`config.mk`:
```
export PLATFORM = sky130hd
export DESIGN_NAME = adc_setpoint_conditioner
export DESIGN_NICKNAME = d
export VERILOG_FILES = /design/src/rtl/asc_pkg.sv /design/src/rtl/asc_front.sv /design/src/rtl/asc_queue.sv /design/src/rtl/asc_div.sv /design/src/rtl/asc_back.sv /design/src/rtl/adc_setpoint_conditioner.sv
export SDC_FILE = /design/constraint.sdc
export NUM_CORES = 2
export LEC_CHECK = 0
export BUFFER_PORTS_ARGS = -buffer_cell sky130_fd_sc_hd__buf_4
export CAP_MARGIN = 25
export CORE_MARGIN = 2
export CORE_UTILIZATION = 50
export DETAILED_ROUTE_END_ITERATION = 10
export PLACE_DENSITY = 0.68
export SYNTH_ARGS = -nofsm -noshare
export SYNTH_HDL_FRONTEND = slang
export SYNTH_SLANG_ARGS = --single-unit
```
`constraint.sdc`:
```
create_clock -name clk -period 8.4 [get_ports clk]
set_input_delay 0.84 -clock clk [delete_from_list [all_inputs] [get_ports clk]]
set_output_delay 0.84 -clock clk [all_outputs]
set_load 0.05 [all_outputs]
```
`src/rtl/asc_pkg.sv`:
```
`default_nettype none
// ----------------------------------------------------------------------------
// asc_pkg: shared types and constants of the ADC setpoint conditioner
// Holds the fixed field widths, register indexes, reset values, the
// configuration record and the state encoding of the back-end sequencer.
// ----------------------------------------------------------------------------
package asc_pkg;

	// Fixed field widths.
	localparam int SMP_W   = 12;   // raw converter reading
	localparam int SPD_W   = 27;   // Q11.16 RPM setpoint
	localparam int GAIN_W  = 16;   // Q0.16 filter gain

	// Configuration port.
	localparam int CFG_IDX_W = 2;
	localparam logic [CFG_IDX_W-1:0] REG_SPEED_MIN   = 2'd0;
	localparam logic [CFG_IDX_W-1:0] REG_SPEED_MAX   = 2'd1;
	localparam logic [CFG_IDX_W-1:0] REG_FILTER_GAIN = 2'd2;
	localparam logic [CFG_IDX_W-1:0] REG_SLEW_STEP   = 2'd3;

	// Register reset values.
	localparam logic [SPD_W-1:0]  RST_SPEED_MIN   = 27'd3276800;
	localparam logic [SPD_W-1:0]  RST_SPEED_MAX   = 27'd42598400;
	localparam logic [GAIN_W-1:0] RST_FILTER_GAIN = 16'd3277;
	localparam logic [SPD_W-1:0]  RST_SLEW_STEP   = 27'd655360;

	// Configuration record handed to the back end.
	typedef struct packed {
		logic [SPD_W-1:0]  speed_min;
		logic [SPD_W-1:0]  speed_max;
		logic [GAIN_W-1:0] filter_gain;
		logic [SPD_W-1:0]  slew_step;
	} cfg_t;

	// Back-end sequencer states.
	typedef enum logic [6:0] {
		ST_IDLE = 7'b0000001,
		ST_AVG  = 7'b0000010,
		ST_MUL1 = 7'b0000100,
		ST_DIV  = 7'b0001000,
		ST_MUL2 = 7'b0010000,
		ST_FILT = 7'b0100000,
		ST_SLEW = 7'b1000000
	} back_state_t;

endpackage
`default_nettype wire

```
`src/rtl/asc_front.sv`:
```
`default_nettype none
// ----------------------------------------------------------------------------
// asc_front: sample accumulator
// Accepts raw readings, sums each oversample group and pushes the finished
// group sum into the queue toward the back end.
// ----------------------------------------------------------------------------
module asc_front import asc_pkg::*; #(
	parameter int SAMPLE_BITS = 12,
	parameter int OVERSAMPLE  = 16,
	parameter int SUM_W       = 16
) (
	input  wire logic             clk,
	input  wire logic             arst_n,
	input  wire logic             in_valid,
	output logic                  in_stall,
	input  wire logic [SMP_W-1:0] adc_sample,
	output logic                  push,
	output logic [SUM_W-1:0]      push_data,
	input  wire logic             q_full
);

	localparam int CNT_W = (OVERSAMPLE > 1) ? $clog2(OVERSAMPLE) : 1;
	localparam int EXT_W = (SAMPLE_BITS > SMP_W) ? SAMPLE_BITS : SMP_W;
	localparam logic [CNT_W-1:0] LAST_CNT = CNT_W'(OVERSAMPLE - 1);

	logic [SUM_W-1:0] sum_q;
	logic [CNT_W-1:0] cnt_q;
	logic [EXT_W-1:0] sample_ext;
	logic [SUM_W-1:0] sum_next;
	logic             last;
	logic             accept;

	// Only the low SAMPLE_BITS of the reading take part.
	assign sample_ext = EXT_W'(adc_sample);
	assign sum_next   = sum_q + SUM_W'(sample_ext[SAMPLE_BITS-1:0]);

	// The closing beat of a group waits for room in the queue.
	assign last      = (cnt_q == LAST_CNT);
	assign in_stall  = last && q_full;
	assign accept    = in_valid && !in_stall;
	assign push      = accept && last;
	assign push_data = sum_next;

	// Group sum and sample count.
	always_ff @(posedge clk or negedge arst_n) begin
		if (!arst_n) begin
			sum_q <= '0;
			cnt_q <= '0;
		end else if (accept) begin
			if (last) begin
				sum_q <= '0;
				cnt_q <= '0;
			end else begin
				sum_q <= sum_next;
				cnt_q <= cnt_q + CNT_W'(1);
			end
		end
	end

endmodule
`default_nettype wire

```
`src/rtl/asc_queue.sv`:
```
`default_nettype none
// ----------------------------------------------------------------------------
// asc_queue: two-entry queue of group sums
// Decouples the accumulator from the arithmetic sequencer.
// ----------------------------------------------------------------------------
module asc_queue import asc_pkg::*; #(
	parameter int WIDTH = 16
) (
	input  wire logic             clk,
	input  wire logic             arst_n,
	input  wire logic             push,
	input  wire logic [WIDTH-1:0] push_data,
	output logic                  full,
	input  wire logic             pop,
	output logic                  valid,
	output logic [WIDTH-1:0]      data
);

	logic [WIDTH-1:0] mem_q [2];
	logic             wr_ptr_q;
	logic             rd_ptr_q;
	logic [1:0]       cnt_q;

	assign full  = (cnt_q == 2'd2);
	assign valid = (cnt_q != 2'd0);
	assign data  = mem_q[rd_ptr_q];

	// Entry storage.
	always_ff @(posedge clk) begin
		if (push) begin
			mem_q[wr_ptr_q] <= push_data;
		end
	end

	// Pointers and fill level.
	always_ff @(posedge clk or negedge arst_n) begin
		if (!arst_n) begin
			wr_ptr_q <= 1'b0;
			rd_ptr_q <= 1'b0;
			cnt_q    <= 2'd0;
		end else begin
			if (push) begin
				wr_ptr_q <= !wr_ptr_q;
			end
			if (pop) begin
				rd_ptr_q <= !rd_ptr_q;
			end
			if (push && !pop) begin
				cnt_q <= cnt_q + 2'd1;
			end else if (pop && !push) begin
				cnt_q <= cnt_q - 2'd1;
			end
		end
	end

endmodule
`default_nettype wire

```
`src/rtl/asc_div.sv`:
```
`default_nettype none
// ----------------------------------------------------------------------------
// asc_div: divider by 2^SB - 1
// Folds the dividend one step per cycle: with x = h * 2^SB + l the quotient
// grows by h and x becomes h + l. Once the high part is zero, an all-ones
// low part adds one more to the quotient. A 39-bit dividend needs at most
// four folding steps.
// ----------------------------------------------------------------------------
module asc_div import asc_pkg::*; #(
	parameter int SB  = 12,
	parameter int Q_W = 27
) (
	input  wire logic               clk,
	input  wire logic               arst_n,
	input  wire logic               start,
	input  wire logic [SB+Q_W-1:0]  dividend,
	output logic                    done,
	output logic [Q_W-1:0]          quot
);

	localparam int DVD_W = SB + Q_W;

	logic [DVD_W-1:0] fold_q;
	logic [Q_W-1:0]   acc_q;
	logic             busy_q;
	logic             done_q;
	logic [Q_W-1:0]   fold_hi;
	logic [SB-1:0]    fold_lo;
	logic             hi_zero;
	logic             lo_full;

	// Split of the running value into its high and low parts.
	assign fold_hi = fold_q[DVD_W-1:SB];
	assign fold_lo = fold_q[SB-1:0];
	assign hi_zero = (fold_hi == '0);
	assign lo_full = &fold_lo;
	assign done    = done_q;
	assign quot    = acc_q;

	// Running value and quotient accumulator.
	always_ff @(posedge clk) begin
		if (start) begin
			fold_q <= dividend;
			acc_q  <= '0;
		end else if (busy_q) begin
			if (!hi_zero) begin
				acc_q  <= acc_q + fold_hi;
				fold_q <= DVD_W'(fold_hi) + DVD_W'(fold_lo);
			end else begin
				acc_q <= acc_q + Q_W'(lo_full);
			end
		end
	end

	// Busy flag and completion pulse.
	always_ff @(posedge clk or negedge arst_n) begin
		if (!arst_n) begin
			busy_q <= 1'b0;
			done_q <= 1'b0;
		end else if (start) begin
			busy_q <= 1'b1;
			done_q <= 1'b0;
		end else if (busy_q) begin
			if (hi_zero) begin
				busy_q <= 1'b0;
				done_q <= 1'b1;
			end
		end else begin
			done_q <= 1'b0;
		end
	end

endmodule
`default_nettype wire

```
`src/rtl/asc_back.sv`:
```
`default_nettype none
// ----------------------------------------------------------------------------
// asc_back: arithmetic sequencer
// Averages one group sum, maps it onto the speed range, clamps, filters and
// slew-limits it, and holds the new setpoint in the output register. The
// average is a product with a constant reciprocal, one multiplier is shared
// by the mapping and the filter, and a folding divider yields the mapping
// quotient.
// ----------------------------------------------------------------------------
module asc_back import asc_pkg::*; #(
	parameter int SAMPLE_BITS = 12,
	parameter int OVERSAMPLE  = 16,
	parameter int SUM_W       = 16
) (
	input  wire logic             clk,
	input  wire logic             arst_n,
	input  wire cfg_t             cfg,
	input  wire logic             q_valid,
	input  wire logic [SUM_W-1:0] q_data,
	output logic                  q_pop,
	output logic                  out_valid,
	input  wire logic             out_stall,
	output logic [SPD_W-1:0]      setpoint
);

	localparam int SB    = SAMPLE_BITS;
	localparam int DVD_W = SB + SPD_W;
	localparam int MA_W  = SPD_W + 2;
	localparam int MB_W  = GAIN_W + 1;
	localparam int MP_W  = MA_W + MB_W;
	localparam int NF_W  = SPD_W + 3;
	// floor(sum / OVERSAMPLE) = (sum * ceil(2^RC_SH / OVERSAMPLE)) >> RC_SH
	localparam int OS_L  = $clog2(OVERSAMPLE);
	localparam int RC_SH = SUM_W + OS_L;
	localparam int RP_W  = 2 * SUM_W + 1;
	localparam longint RC_M = ((64'sd1 <<< RC_SH) + longint'(OVERSAMPLE) - 1) /
		longint'(OVERSAMPLE);
	localparam logic [RP_W-1:0] RC_MUL = RP_W'(RC_M);

	back_state_t state_q;
	logic [SUM_W-1:0]       sum_q;
	logic [SB-1:0]          avg_q;
	logic [SPD_W-1:0]       mapped_q;
	logic signed [MP_W-1:0] prod_q;
	logic signed [NF_W-1:0] nf_q;
	logic [SPD_W-1:0]       f_q;
	logic [SPD_W-1:0]       out_q;
	logic                   out_valid_q;

	// Average by reciprocal product.
	logic [RP_W-1:0]        avg_prod;

	// Divider request.
	logic                   div_start;
	logic [DVD_W-1:0]       div_dvd;
	logic                   div_done;
	logic [SPD_W-1:0]       div_quot;

	// Shared multiplier.
	logic signed [MA_W-1:0] mul_a;
	logic signed [MB_W-1:0] mul_b;
	logic signed [MP_W-1:0] mul_p;

	logic signed [SPD_W:0]  span;
	logic                   span_neg;
	logic [SPD_W-1:0]       span_mag;
	logic signed [MA_W-1:0] lo_s;
	logic signed [MA_W-1:0] hi_s;
	logic signed [MA_W-1:0] quot_s;
	logic signed [MA_W-1:0] map_raw;
	logic signed [MA_W-1:0] map_lo;
	logic signed [MA_W-1:0] map_clamp;
	logic signed [NF_W-1:0] f_s;
	logic signed [NF_W-1:0] step_s;
	logic signed [NF_W-1:0] up_lim;
	logic signed [NF_W-1:0] dn_lim;
	logic signed [NF_W-1:0] slew_res;
	logic                   out_load;

	// Signed span and its magnitude; the sign is put back after the division.
	assign span     = $signed({1'b0, cfg.speed_max}) - $signed({1'b0, cfg.speed_min});
	assign span_neg = span[SPD_W];
	assign span_mag = span_neg ? SPD_W'(-span) : SPD_W'(span);

	// Group average from the captured sum.
	assign avg_prod = RP_W'(sum_q) * RC_MUL;

	assign q_pop = (state_q == ST_IDLE) && q_valid;

	// The mapping product goes to the divider by full scale.
	assign div_start = (state_q == ST_MUL1);
	assign div_dvd   = mul_p[DVD_W-1:0];

	asc_div #(
		.SB  (SB),
		.Q_W (SPD_W)
	) u_div (
		.clk      (clk),
		.arst_n   (arst_n),
		.start    (div_start),
		.dividend (div_dvd),
		.done     (div_done),
		.quot     (div_quot)
	);

	// Multiplier operands: average times span, then error times gain.
	always_comb begin
		if (state_q == ST_MUL2) begin
			mul_a = $signed({2'b00, mapped_q}) - $signed({2'b00, f_q});
			mul_b = $signed({1'b0, cfg.filter_gain});
		end else begin
			mul_a = $signed({2'b00, span_mag});
			mul_b = $signed({1'b0, GAIN_W'(avg_q)});
		end
	end
	assign mul_p = mul_a * mul_b;

	// Mapping with the span's sign, then clamping to the configured range.
	assign lo_s      = $signed({2'b00, cfg.speed_min});
	assign hi_s      = $signed({2'b00, cfg.speed_max});
	assign quot_s    = $signed({2'b00, div_quot});
	assign map_raw   = span_neg ? (lo_s - quot_s) : (lo_s + quot_s);
	assign map_lo    = (map_raw < lo_s) ? lo_s : map_raw;
	assign map_clamp = (map_lo > hi_s) ? hi_s : map_lo;

	// Slew limits around the previous filter value.
	assign f_s      = $signed({3'b000, f_q});
	assign step_s   = $signed({3'b000, cfg.slew_step});
	assign up_lim   = f_s + step_s;
	assign dn_lim   = f_s - step_s;
	assign slew_res = (nf_q > up_lim) ? up_lim : ((nf_q < dn_lim) ? dn_lim : nf_q);

	assign out_load = (state_q == ST_SLEW) && (!out_valid_q || !out_stall);

	// Datapath registers.
	always_ff @(posedge clk) begin
		if (q_pop) begin
			sum_q <= q_data;
		end
		if (state_q == ST_AVG) begin
			avg_q <= avg_prod[RC_SH +: SB];
		end
		if (state_q == ST_DIV && div_done) begin
			mapped_q <= map_clamp[SPD_W-1:0];
		end
		if (state_q == ST_MUL2) begin
			prod_q <= mul_p;
		end
		if (state_q == ST_FILT) begin
			// Arithmetic shift by 16 is the floor of the Q0.16 product.
			nf_q <= f_s + $signed(prod_q[MP_W-1:GAIN_W]);
		end
		if (out_load) begin
			out_q <= slew_res[SPD_W-1:0];
		end
	end

	// Sequencer, filter state and output valid.
	always_ff @(posedge clk or negedge arst_n) begin
		if (!arst_n) begin
			state_q     <= ST_IDLE;
			f_q         <= '0;
			out_valid_q <= 1'b0;
		end else begin
			if (out_load) begin
				out_valid_q <= 1'b1;
			end else if (!out_stall) begin
				out_valid_q <= 1'b0;
			end
			case (state_q)
				ST_IDLE: begin
					if (q_valid) begin
						state_q <= ST_AVG;
					end
				end
				ST_AVG: begin
					state_q <= ST_MUL1;
				end
				ST_MUL1: begin
					state_q <= ST_DIV;
				end
				ST_DIV: begin
					if (div_done) begin
						state_q <= ST_MUL2;
					end
				end
				ST_MUL2: begin
					state_q <= ST_FILT;
				end
				ST_FILT: begin
					state_q <= ST_SLEW;
				end
				ST_SLEW: begin
					if (out_load) begin
						f_q     <= slew_res[SPD_W-1:0];
						state_q <= ST_IDLE;
					end
				end
				default: begin
					state_q <= ST_IDLE;
				end
			endcase
		end
	end

	assign out_valid = out_valid_q;
	assign setpoint  = out_q;

endmodule
`default_nettype wire

```
`src/rtl/adc_setpoint_conditioner.sv`:
```
`default_nettype none
// ----------------------------------------------------------------------------
// adc_setpoint_conditioner: ADC reading to speed setpoint conditioner
// Oversampling average, linear mapping, clamp, IIR filter and slew limit.
// ----------------------------------------------------------------------------
// The block takes one reading per cycle unless in_stall is raised; every
// OVERSAMPLE readings the group sum goes into a two-entry queue and the input
// keeps flowing. For each group the back end takes the sum, averages it by a
// constant reciprocal product, forms the mapping product, divides it by
// 2^SAMPLE_BITS - 1 with a folding divider (at most four folding steps at the
// defaults), and then forms the filter product, the filter sum and the slew
// limit. The back end works on one group at a time, while the queue lets the
// input go on; the input stalls only on a group's closing beat while the
// queue is full, which at the defaults happens only while the output is held
// back. One setpoint beat leaves per group and waits in the output register;
// the next slew step waits until that beat is taken. The filter starts at
// zero, so the first setpoints ramp up from zero. Registers are to be written
// only while idle; the block itself does not enforce this.
// ----------------------------------------------------------------------------
module adc_setpoint_conditioner import asc_pkg::*; #(
	parameter int OVERSAMPLE  = 16,
	parameter int SAMPLE_BITS = 12
) (
	input  wire logic                 clk,
	input  wire logic                 arst_n,
	input  wire logic                 cfg_we,
	input  wire logic [CFG_IDX_W-1:0] cfg_index,
	input  wire logic [SPD_W-1:0]     cfg_data,
	input  wire logic                 in_valid,
	output logic                      in_stall,
	input  wire logic [SMP_W-1:0]     adc_sample,
	output logic                      out_valid,
	input  wire logic                 out_stall,
	output logic [SPD_W-1:0]          setpoint
);

	localparam int SUM_W = $clog2(OVERSAMPLE * ((1 << SAMPLE_BITS) - 1) + 1);

	cfg_t             cfg_q;
	logic             push;
	logic [SUM_W-1:0] push_data;
	logic             q_full;
	logic             q_pop;
	logic             q_valid;
	logic [SUM_W-1:0] q_data;

	// Configuration registers.
	always_ff @(posedge clk or negedge arst_n) begin
		if (!arst_n) begin
			cfg_q.speed_min   <= RST_SPEED_MIN;
			cfg_q.speed_max   <= RST_SPEED_MAX;
			cfg_q.filter_gain <= RST_FILTER_GAIN;
			cfg_q.slew_step   <= RST_SLEW_STEP;
		end else if (cfg_we) begin
			case (cfg_index)
				REG_SPEED_MIN:   cfg_q.speed_min   <= cfg_data;
				REG_SPEED_MAX:   cfg_q.speed_max   <= cfg_data;
				REG_FILTER_GAIN: cfg_q.filter_gain <= cfg_data[GAIN_W-1:0];
				REG_SLEW_STEP:   cfg_q.slew_step   <= cfg_data;
				default: begin
				end
			endcase
		end
	end

	asc_front #(
		.SAMPLE_BITS (SAMPLE_BITS),
		.OVERSAMPLE  (OVERSAMPLE),
		.SUM_W       (SUM_W)
	) u_front (
		.clk        (clk),
		.arst_n     (arst_n),
		.in_valid   (in_valid),
		.in_stall   (in_stall),
		.adc_sample (adc_sample),
		.push       (push),
		.push_data  (push_data),
		.q_full     (q_full)
	);

	asc_queue #(
		.WIDTH (SUM_W)
	) u_queue (
		.clk       (clk),
		.arst_n    (arst_n),
		.push      (push),
		.push_data (push_data),
		.full      (q_full),
		.pop       (q_pop),
		.valid     (q_valid),
		.data      (q_data)
	);

	asc_back #(
		.SAMPLE_BITS (SAMPLE_BITS),
		.OVERSAMPLE  (OVERSAMPLE),
		.SUM_W       (SUM_W)
	) u_back (
		.clk       (clk),
		.arst_n    (arst_n),
		.cfg       (cfg_q),
		.q_valid   (q_valid),
		.q_data    (q_data),
		.q_pop     (q_pop),
		.out_valid (out_valid),
		.out_stall (out_stall),
		.setpoint  (setpoint)
	);

endmodule
`default_nettype wire

```
==> impl_results.md <==
- Post-synthesis sequential area ratio: 22.1%
- Vias in the first global route: 43200
- Clock Latency Late Sink: 0.67 ns
- Largest net degree at the start of global routing: 65
- Final WS setup: -0.756 ns
- Post-synthesis instance total: 5311
- Post-Syn Area: 0.0477 mm2
- Outcome: complete, but fails checks
- Vias/cell: 5.80
- Crit path top cell by count: fa_1
- Post-synthesis mux area share: 4.50%
- Post-synthesis register bit count: 386
- CTS Buf Count: 48
- First-pass GRT wire length: 250000 um
- Slew Viols, Final: 0
- Core area: 0.0947 mm2
- Fin util: 62.5%
- Max-cap violations: 0
- Nets@finish: 7017
- H-tree Lvls: 2
- Least-Margin Pin Slew: 1.03 ns
- Top area cells in the synthesized netlist: fa_1 19%, edfxtp_1 13%, ha_1 12%
- Antenna violations before repair: 7
- Worst min-delay path class: in2async
- Worst clock skew: 0.0618 ns
- Max frequency: 109 MHz
- Max transition margin: 31.4%
- Setup violators final: 47
- Synth Area in Compound Gates: 15.5%
- Reg2reg path depth: 38
- Fin crit share: 109%
- Commonest cells in the netlist: 764 x inv_1, 498 x nand2_1, 463 x ha_1
- Critical path peak fanout: 7
- Critical Path RT: 8.80 ns
- Unrepaired setup endpoints after global routing: yes
- R2r setup slk: -0.76 ns
- Pre-CTS setup slack: -0.920 ns
- PortBufs: 74
- Hold-fix buffers, CTS: 0
- Num rows: 113
- CTS Buffer Depth: 3
- TritonCTS clock tree: yes
- Worst setup EP type: register
- I/O Pins: 75
- Die X-Extent: 313 um
- Largest family of logic cells by synthesized area: adder cells
- Initial Utilization: 50.3%
- Drt first pass iters: 6
- Most common cell in the netlist: inv_1
- Gp weighted congestion: 1.01
- Top FF cell, synth: edfxtp_1
- Setup crit start: cfg_q[80]
- Reg-to-Reg Start: cfg_q[80]
- Via count: 42700
- Startpoint Class: register
- WL/cell: 22.4 um
- Yosys top cell area share: 18.8%
- Worst path arrival time: 9.55 ns
- Syn_area_per_cell: 8.98 um2
- Netlist cell types: 104
- Worst path max stage delay: 0.54 ns
- Largest area contributor in the netlist: fa_1
- Num Clock Sinks: 386
- Finished Layout Cells: 7369
- Synth Area in Adders: 30.9%
- Congestion Overflow GR: 0
- Minimum clock period after layout: 9.16 ns
- Antenna Nets Post-Route: 0
- Slowest CP cell: fa_1
- Synth Area in Simple Gates: 14.8%
- FFs w/ async S/R, synth: 40.9%
- Die footprint: 0.0979 mm2
- Failing checks: setup timing
- Overall routing resource usage: 33.3%
- Drt drc: 0
- Warnings from Yosys: 0
- Placed Cells: 7192
- DP HPWL: 134000 um
- Clock transition at path regs: 0.07 ns
- EDFF count, synth: 201
- Die Span Y: 313 um
- Share of post-route cells with drive strength above 1: 24.3%
- Final hold vios: 0
- Drt total wl: 165000 um
- RR Endpoint: u_back.u_div.fold_q[38]
- Initial DRC count: 3338
- P&R area growth vs syn: 24.2%
- Syn_nets: 6267
- XOR/XNOR Fraction of Synth Area: 4.41%
- Root Driver: clkbuf_16
- CP Class: reg2reg
- CP endpoint: u_back.u_div.fold_q[38]
## layout by cell type (no fill, tap or decap), types with 27 or more instances in the layout
| cell | count |
|---|---|
| buf_4 | 828 |
| inv_1 | 732 |
| nand2_1 | 486 |
| ha_1 | 440 |
| fa_1 | 433 |
| nor2_1 | 379 |
| a21oi_1 | 269 |
| o21ai_0 | 212 |
| edfxtp_1 | 201 |
| xnor2_1 | 159 |
| mux2_2 | 151 |
| dfrtp_1 | 140 |
| a21o_1 | 96 |
| nor3_1 | 85 |
| nand3_1 | 83 |
| and2_1 | 71 |
| nand4_1 | 58 |
| buf_6 | 57 |
| xor2_1 | 56 |
| o21a_1 | 51 |
| clkbuf_16 | 51 |
| nor2b_1 | 49 |
| mux2i_1 | 41 |
| o211ai_1 | 40 |
| and3_1 | 35 |
| a211oi_1 | 35 |
| nand2b_1 | 34 |
| or3_1 | 34 |
| a21oi_2 | 33 |
| inv_2 | 32 |
| a31oi_1 | 31 |
| o21bai_1 | 30 |
| dfxtp_1 | 27 |
## state kept, by name, summed over array words and instances (netlist names), 7 cells and up
signal               flops
cfg_q                   97
u_back.u_div.fold_q     39
u_back.nf_q             30
u_back.prod_q           30
u_back.f_q              27
u_back.mapped_q         27
u_back.setpoint         27
u_back.u_div.quot       27
u_queue.mem_q           24
u_front.sum_q           16
u_back.avg_q            12
u_back.sum_q            12
u_back.state_q           7
## through the flow
step	hold WS [ns]	setup TNS [ns]	area [um2]
3_5_place_dp	0.407	-32.95	55100
3_3_place_gp	0.402	-30.82	55100
2_1_floorplan	0.400	-0.654	48100
5_1_grt	0.240	-39.08	59200
6_report	0.194	-23.63	59200
4_1_cts	0.205	-13.94	58500
## critical path: cells and delay by family (launching register included)
family          cells  cell delay, ns
compound gates      9            1.65
xor+xnor            1            0.19
fa+ha+maj           8            3.79
buf+inv            11            1.24
flops               1            0.37
mux                 1            0.26
simple gates        8            1.37
## cells by family after synthesis
family	count (synthesis)
fa+ha+maj	910
buf+inv	977
simple gates	1489
xor+xnor	239
flops	386
compound gates	1115
mux	195
## per-layer routing
layer | share of wire (%) | routed length, um | global-route usage, % | up-vias
met3 | 7.3 | 12100 | 5.38 | 521
met2 | 46 | 76000 | 54.7 | 1706
met1 | 40 | 66100 | 42.3 | 20900
met4 | 6.7 | 11000 | 18.1 | 4
li1 | - | - | - | 19600
met5 | 0.015 | 24 | 0 | -
## worst min path at each step
| stage | to | slack (ns) | cells past startpoint |
|---|---|---|---|
| 3_5_place_dp | u_back.avg_q[6] | 0.41 | 0 |
| 6_report | cfg_q[65] | 0.19 | 1 |
| 2_1_floorplan | u_back.avg_q[0] | 0.40 | 0 |
| 3_3_place_gp | u_back.avg_q[3] | 0.40 | 0 |
| 5_1_grt | cfg_q[65] | 0.24 | 1 |
| 4_1_cts | cfg_q[61] | 0.21 | 1 |
## repair_timing
item | 4_1_cts | 5_1_grt
resized for setup | 260 | 99
setup endpoints to repair | 74 | 78
setup buffers | 67 | 29
cloned | 0 | 2
pin swaps | 131 | 116
## final cells by class
type / count / area (um2)
antenna: 3 / 7.51
clock buffer: 63 / 1310
fill: 8026 / 35500
clock inverter: 27 / 370
sequential: 386 / 10600
inverter: 767 / 2880
multi-input combinational: 3948 / 35100
tap: 1265 / 1580
timing repair buffer: 910 / 7350
Power is left out: the tool's default activity adds up to more than one toggle a clock period on the data nets, which glitch-free logic cannot reach.
